**src/sv/slts_pkg.sv**
```systemverilog
package slts_pkg;

	localparam int GridRows = 32;
	localparam int GridCols = 32;
	localparam int Nodes = GridRows * GridCols;
	localparam int RowW = $clog2(GridRows);
	localparam int ColW = $clog2(GridCols);
	localparam int NodeW = RowW + ColW;
	localparam int WordW = 32;
	localparam int MemW = 3 * WordW;
	localparam int SumW = 48;
	localparam logic [SumW-1:0] SumMax = {SumW{1'b1}};

	typedef enum logic [1:0] {
		OP_TRAIN = 2'd0,
		OP_WRITE = 2'd1,
		OP_READ  = 2'd2,
		OP_NONE  = 2'd3
	} opcode_t;

	typedef enum logic [2:0] {
		REG_LEARN_RATE = 3'd0,
		REG_RADIUS_SQ  = 3'd1,
		REG_WRAP_MODE  = 3'd2,
		REG_STEP_LIMIT = 3'd3,
		REG_STOP_THR   = 3'd4
	} reg_index_t;

	// Item carried on the input channel.
	typedef struct packed {
		logic [1:0]        opcode;
		logic [4:0]        node_row;
		logic [4:0]        node_col;
		logic signed [31:0] value_x;
		logic signed [31:0] value_y;
		logic signed [31:0] value_z;
	} in_item_t;

	// Item carried on the output channel.
	typedef struct packed {
		logic [4:0]         winner_row;
		logic [4:0]         winner_col;
		logic [SumW-1:0]    change_sum;
		logic               done_res;
		logic signed [31:0] weight_x;
		logic signed [31:0] weight_y;
		logic signed [31:0] weight_z;
	} out_item_t;

	// Saturating add on the 48-bit change total.
	function automatic logic [SumW-1:0] sat_add(input logic [SumW-1:0] a,
			input logic [SumW-1:0] b);
		logic [SumW:0] s;
		s = {1'b0, a} + {1'b0, b};
		return s[SumW] ? SumMax : s[SumW-1:0];
	endfunction

endpackage

```
**src/sv/slts_move.sv**
```systemverilog
// Moves one weight component toward its sample component: the multiply is
// registered, and the rounding and sign are applied combinationally after it.
module slts_move import slts_pkg::*; (
	input  logic               clk,
	input  logic signed [31:0] sample,
	input  logic signed [31:0] weight,
	input  logic [15:0]        rate,
	output logic signed [31:0] new_weight,
	output logic [31:0]        step_mag
);

	logic signed [32:0] diff;
	logic [32:0]        mag;
	logic [48:0]        prod_s1;
	logic               neg_s1;
	logic signed [31:0] weight_s1;
	logic [32:0]        p;

	assign diff = 33'(sample) - 33'(weight);
	assign mag = diff[32] ? 33'(-diff) : diff;

	always_ff @(posedge clk) begin
		prod_s1 <= 49'(mag) * 49'(rate);
		neg_s1 <= diff[32];
		weight_s1 <= weight;
	end

	// The step never passes the sample, so it fits in 32 bits once applied.
	assign p = 33'((prod_s1 + 49'd32768) >> 16);
	assign new_weight = neg_s1 ? weight_s1 - p[31:0] : weight_s1 + p[31:0];
	assign step_mag = p[31:0];

endmodule

```
**config.mk**
```make
export PLATFORM = sky130hd
export DESIGN_NAME = slts_move
export DESIGN_NICKNAME = d
export VERILOG_FILES = /design/src/sv/slts_pkg.sv /design/src/sv/slts_move.sv
export SDC_FILE = /design/constraint.sdc
export NUM_CORES = 1
export LEC_CHECK = 0
export ABC_AREA = 1
export BUFFER_PORTS_ARGS = -buffer_cell sky130_fd_sc_hd__buf_2
export CAP_MARGIN = 20
export CORE_ASPECT_RATIO = 1.2
export CORE_MARGIN = 2
export CORE_UTILIZATION = 40
export DETAILED_ROUTE_END_ITERATION = 7
export GPL_TIMING_DRIVEN = 0
export PLACE_DENSITY_LB_ADDON = 0.1
export SLEW_MARGIN = 20
export SYNTH_ARGS = -nofsm -noshare
export SYNTH_HDL_FRONTEND = slang
export SYNTH_SLANG_ARGS = --single-unit
export TNS_END_PERCENT = 10
```
**constraint.sdc**
```tcl
create_clock -name clk -period 10.55 [get_ports clk]
set_input_delay 1.055 -clock clk [delete_from_list [all_inputs] [get_ports clk]]
set_output_delay 1.055 -clock clk [all_outputs]
set_load 0.1 [all_outputs]
```
# After elaboration in Yosys (flattened, before gate mapping)
# Cells that the tools add are included.
dict set report word_totals {
  input_bits 81
  reg_bits 81
  out_inout_bits 64
  wordCells 11
}
dict set report classes {
  n_addsub 5
  muxes 2
  n_mul 1
}
# op count
set ops {}
lappend ops {{$add A48 B16 Y48 const B} 1}
lappend ops {{$mul A33 B16 Y48} 1}
lappend ops {{$mux W33} 1}
lappend ops {{$neg A33 Y33} 1}
lappend ops {{$sub A32 B32 Y33} 1}
lappend ops {{$add A32 B32 Y32} 1}
lappend ops {{$mux W32} 1}
lappend ops {{$sub A32 B32 Y32} 1}

# Depth between registers and ports, before layout
# Gate-level depths: netlist of the first run.
dict set report logic_depth {
  word_depth 4
  mapped_depth 47
  mapped_depth_nobuf 47
}

# Least setup slack after synthesis of the first run
# OpenSTA, ideal clock, no wires.
dict set report synth_path {
  kind {input to register}
  startpoint {input sample[0]}
  endpoint {register prod_s1[41]}
  path_stages 38
  setup_ns 0.120
  arrival_ns 8.040
  slack_ns 2.391
  path_cell_list {inv_1 > ha_1 > inv_1 > fa_1 > nand3_1 > nand3_1 > xor2_1 > nor2_1 > nand3_1 > nor2_2 > nand4_1 > nor2_2 > nand2_2 > nor2_4 > nand2_4 > o211ai_4 > nand3_1 > fa_1 > [2 not listed] > inv_1 > fa_1 > inv_1 > fa_1 > fa_1 > inv_1 > fa_1 > inv_1 > ha_1 > a21oi_1 > inv_1 > a31oi_1 > o21ai_0 > a21oi_1 > inv_1 > a221oi_1 > nand2_1 > xor2_1}
}
dict set report synth_via {
  elab_chain_len 4
}
# element line_no
set synth_lines {}
lappend synth_lines {{start, declared} slts_move.sv:5} ;# input logic signed [31:0] sample,
lappend synth_lines {{$sub A32 B32 Y33 (*)} slts_move.sv:19} ;# assign diff = 33'(sample) - 33'(weight);
lappend synth_lines {{$neg A33 Y33} slts_move.sv:20} ;# assign mag = diff[32] ? 33'(-diff) : diff;
lappend synth_lines {{$mux W33 (*)} slts_move.sv:20}
lappend synth_lines {{$mul A33 B16 Y48 (*)} slts_move.sv:23} ;# prod_s1 <= 49'(mag) * 49'(rate);
lappend synth_lines {{end signal, assigned} slts_move.sv:23}
lappend synth_lines {{end, declared} slts_move.sv:14} ;# logic [48:0] prod_s1;
# Mark *: on every way between the ends. The rest lies on a longest branch, timed or not.

# Worst setup path in the final report of the first run
# Same ends and word-level chain as after synthesis.

==> results of run 1 <==
==> cells by family (layout without fill, tap and decap cells) <==
family / after synthesis / in the layout / share of synthesized area
flops: 66 / 66 / 0.0536
compound gates: 299 / 299 / 0.0722
xor+xnor: 138 / 138 / 0.0542
fa+ha+maj: 612 / 612 / 0.442
buf+inv: 878 / 1030 / 0.137
simple gates: 1398 / 1398 / 0.241
==> state kept, by name, summed over array words and instances, names as in the netlist <==
signal / count
prod_s1: 33
neg_s1: 1
weight_s1: 32
==> per-layer routing <==
metal / wire length (µm) / GRT usage
met3: 3670 / 0.0230
met1: 34800 / 0.335
met2: 44600 / 0.515
met5: 0 / 0
met4: 4590 / 0.132
==> critical path: cells and delay by family <==
kind	cells	cell delay (ns)
adder cells (fa/ha/maj)	9	3.94
AO/OA/AOI/OAI	6	1.76
XOR/XNOR	2	0.37
AND/OR/NAND/NOR	13	2.22
buffers and inverters	9	0.63
==> cell usage in the layout (no fill, tap or decap), types with 9 or more instances in the layout <==
cell type / Yosys / routed
nand2_1: 716 / 716
inv_1: 763 / 763
o21bai_1: 11 / 11
nor2_2: 25 / 25
buf_2: 18 / 154
xnor2_1: 19 / 19
nand3_1: 139 / 139
fa_1: 432 / 432
inv_2: 27 / 27
nand2_2: 33 / 33
o21ai_0: 70 / 70
buf_4: 9 / 9
nor3_1: 30 / 30
ha_1: 180 / 180
nand4_1: 26 / 26
nor4_1: 14 / 14
o21a_1: 11 / 11
xor2_2: 9 / 9
clkbuf_16: 0 / 9
clkinv_1: 9 / 9
clkbuf_1: 44 / 44
a21oi_1: 131 / 131
dfxtp_1: 66 / 66
xor2_1: 105 / 105
a31oi_1: 19 / 19
nor2_1: 370 / 370
==> layout make-up <==
class,count,area (µm²),area share
plain buffers,75,353,0.0132
clock buffers,9,225,0.00845
clock inverters,7,83.8,0.00314
inverters,803,3020,0.113
multi-input cells,2447,20000,0.749
flip-flops and latches,66,1320,0.0496
well taps,808,1010,0.0379
repair buffers,136,681,0.0255
==> metrics by stage <==
stage	hold WS, ns	instances	area (µm²)
floorplan	1.08	3391	24700
global placement	1.17	4335	26400
detailed placement	1.17	4335	26400
CTS	0.801	4351	26700
global route	0.805	4351	26700
finish	0.812	4351	26700
==> worst paths after layout <==
check / slack [ns] / endpoint / depth (start not counted) / from
setup / recovery: 0.80 / prod_s1[41] / 39 / sample[0]
hold / removal: 0.81 / weight_s1[31] / 1 / weight[31]
==> flow_summary.ini, run 1 <==
[placed_design]
numPortBuffers = 136
gp_congestion = 0.950
dp_slack_ns = 0.481
dpl.hpwl_um = 76700

[clocking]
cts_tree = built
ctsResizeCount = 0
root_buffer = clkbuf_16
cts_sinks = 66
cts_buffer_depth = 2
clkTransAtPathRegs_ns = 0.07
cts_buffers = 9
postCtsSetupRepairBufs = 0
cts_max_level = 3
hold_buffers = 0

[synthesis]
synth.most_common_cell = inv_1
ys_seq_area_frac = 0.0536
ys_warn_count = 0
synth_area_leaders = fa_1, inv_1, nand2_1
yosysTopAreaCell = fa_1
synth_cells = 3391
avgSynthCellArea_um2 = 7.27
dominantRegCellSynth = dfxtp_1
synth_seq_cells = 66
syn_area_um2 = 24700
syn_nets = 4084
ys_top_cells_by_count = inv_1, nand2_1, fa_1
ys_types = 62
ys_async_sr_fraction = 0
yosysTopAreaCellShare = 0.351
synth_edf_count = 0

[routing]
routed_wl_um = 87700
post_drt_wl_per_cell_um = 20.1
viasPerCell = 5.08
postRouteAntennaNets = 0
post-route-drc-count = 0
dr.pass1.iters = 6
dr.first_iter.drc_count = 1184
vias = 22100

[sta]
max_freq_mhz = 103
slew_headroom = 0.325
setup_viol = 0
grt_setup_unrepaired = false
hold_viol_final = 0
timing.final.ws_setup_ns = 0.801
slew_violations = 0
tightestPinTransition_ns = 1.01
tns_ns = 0
fin_crit_ns = 9.75
fin_crit_sh = 0.924

[finish]
area_growth_pct = 8.11
final_net_count = 4231
fin_util = 0.437
fillers = 6637
drive_gt1_frac = 0.0948
diodes = 0

[floorplan]
rows = 99
ioPinCount = 145
core_area_um2 = 60900
die_y_um = 276
die_area_um2 = 63700
die_x_um = 231
initial_core_util = 0.405

[run]
maxCapViolations = 0

[hold_path]
hp-class = input port to register

[setup_path]
worst-path-max-fanout = 10
cp.required_ns = 10.79
cpMaxStageDelayCell = fa_1
max_stage_delay_ns = 0.59
start_kind = input port
crit_path_frequent_cell = inv_1
setup.worst_path.class = input port to register
end_kind = register
arrival_ns = 9.99

[grt]
overflow = 0
grt_pass1_wl_um = 137000
grt_max_degree = 15
grtUsageTotal = 0.283
grt_antenna_before_repair = 0
grt_pass1_vias = 23700

[outcome]
status = completed
Power of run 1 is not shown: default switching activity piles up to over one toggle a cycle in this logic, so the estimate is an artifact.
==> run 2, diff against run 1 <==
--- a/config.mk
+++ b/config.mk
@@ -13,7 +13,7 @@
 export CORE_UTILIZATION = 40
 export DETAILED_ROUTE_END_ITERATION = 7
 export GPL_TIMING_DRIVEN = 0
-export PLACE_DENSITY_LB_ADDON = 0.1
+export PLACE_DENSITY = 0.66
 export SLEW_MARGIN = 20
 export SYNTH_ARGS = -nofsm -noshare
 export SYNTH_HDL_FRONTEND = slang
==> run 2 against run 1 <==
Die area unchanged; worst setup slack got worse by 0.15 ns; count of clock-buffer cells in the layout increased by 2; via count increased by 1.8%; cell count about the same; non-clock buffer count unchanged; global-route usage decreased by 2.1 points; sequential cell count unchanged; utilization about the same; largest cell class unchanged.
==> flow_summary.ini, run 2 (synthesis gave the netlist of run 1 again) <==
[clocking]
cts_sinks = 66
hold_buffers = 0
cts_max_level = 3
postCtsSetupRepairBufs = 0
cts_tree = built
cts_buffers = 9
ctsResizeCount = 0
cts_buffer_depth = 2
root_buffer = clkbuf_16
clkTransAtPathRegs_ns = 0.07

[floorplan]
rows = 99
core_area_um2 = 60900
die_x_um = 231
die_y_um = 276
ioPinCount = 145
initial_core_util = 0.405
die_area_um2 = 63700

[setup_path]
setup.worst_path.class = input port to register
worst-path-max-fanout = 10
endpoint = prod_s1[41]
cpMaxStageDelayCell = xor2_1
crit_start = sample[0]
cp.required_ns = 10.77
max_stage_delay_ns = 0.81
start_kind = input port
arrival_ns = 10.12
end_kind = register

[finish]
layout_commonest_cell = inv_1
drive_gt1_frac = 0.0948
fillers = 6465
area_growth_pct = 8.07
reg_top3 = prod_s1: 33 flops, weight_s1: 32 flops, neg_s1: 1 flops
largest_reg_flops = 33
final_cell_mix = inv_1, nand2_1, fa_1, nor2_1, ha_1
regMostFlops = prod_s1
final_net_count = 4231
fin_util = 0.437
finalInstanceArea_um2 = 26700

[sta]
grt_setup_unrepaired = false
slew_headroom = 0.301
tns_ns = 0
fin_crit_sh = 0.938
holdWs_ns = 0.817
tightestPinTransition_ns = 1.04
fin_crit_ns = 9.90
setup_viol = 0
max_freq_mhz = 101
slew_violations = 0
hold_viol_final = 0

[grt]
grt_max_degree = 14
grt_pass1_wl_um = 128000
grtUsageTotal = 0.262
overflow = 0
grt_pass1_vias = 23500
grt_antenna_before_repair = 2

[hold_path]
holdPathStages = 1
worstHoldStart = weight[24]
hp-class = input port to register

[routing]
dr.first_iter.drc_count = 1580
post-route-drc-count = 0
postRouteAntennaNets = 0
dr.pass1.iters = 6
vias = 22500
viasPerCell = 5.17
post_drt_wl_per_cell_um = 19.1
routed_wl_um = 83200

[placed_design]
dpl.hpwl_um = 72300
numPortBuffers = 136
gp_congestion = 1.01
postPlaceCellArea_um2 = 26400

[run]
maxCapViolations = 0

[outcome]
status = completed
## run 2: layout make-up
| type | count | area [µm²] | area share |
|---|---|---|---|
| antenna | 1 | 2.50 | 0.0000939 |
| buffer | 75 | 353 | 0.0132 |
| clock buffer | 11 | 253 | 0.00948 |
| clock inverter | 5 | 42.5 | 0.00160 |
| inverter | 803 | 3020 | 0.113 |
| multi-input combinational | 2447 | 20000 | 0.749 |
| sequential | 66 | 1320 | 0.0496 |
| tap | 808 | 1010 | 0.0379 |
| timing repair buffer | 136 | 681 | 0.0255 |
## run 2: critical path: cells and delay by family
family / cells / cell delay [ns]
AO/OA/AOI/OAI: 5 / 1.29
XOR/XNOR: 3 / 1.20
adder cells (fa/ha/maj): 9 / 3.94
buffers and inverters: 9 / 0.96
AND/OR/NAND/NOR: 11 / 1.67
## run 2: how the worst min path moves through the flow
stage	endpoint	slack (ns)
6_report	weight_s1[24]	0.82
5_1_grt	weight_s1[25]	0.81
4_1_cts	weight_s1[30]	0.80
3_5_place_dp	weight_s1[23]	1.18
3_3_place_gp	weight_s1[25]	1.17
2_1_floorplan	weight_s1[0]	1.08
## run 2: metrics by stage
step | setup slack (ns) | std cells
after floorplan | 2.39 | 3391
after global placement | 0.534 | 4335
after detailed placement | 0.531 | 4335
after CTS | 0.867 | 4351
after global routing | 0.330 | 4352
final | 0.651 | 4352
## run 2: metal layers
metal / track usage / share of wire / up-vias
met5: 0 / 0.00013 / -
met4: 0.138 / 0.061 / 2
met3: 0.0395 / 0.069 / 257
met2: 0.457 / 0.48 / 900
met1: 0.309 / 0.39 / 10900
li1: - / - / 10400
Power of run 2 is left out for the same reason.
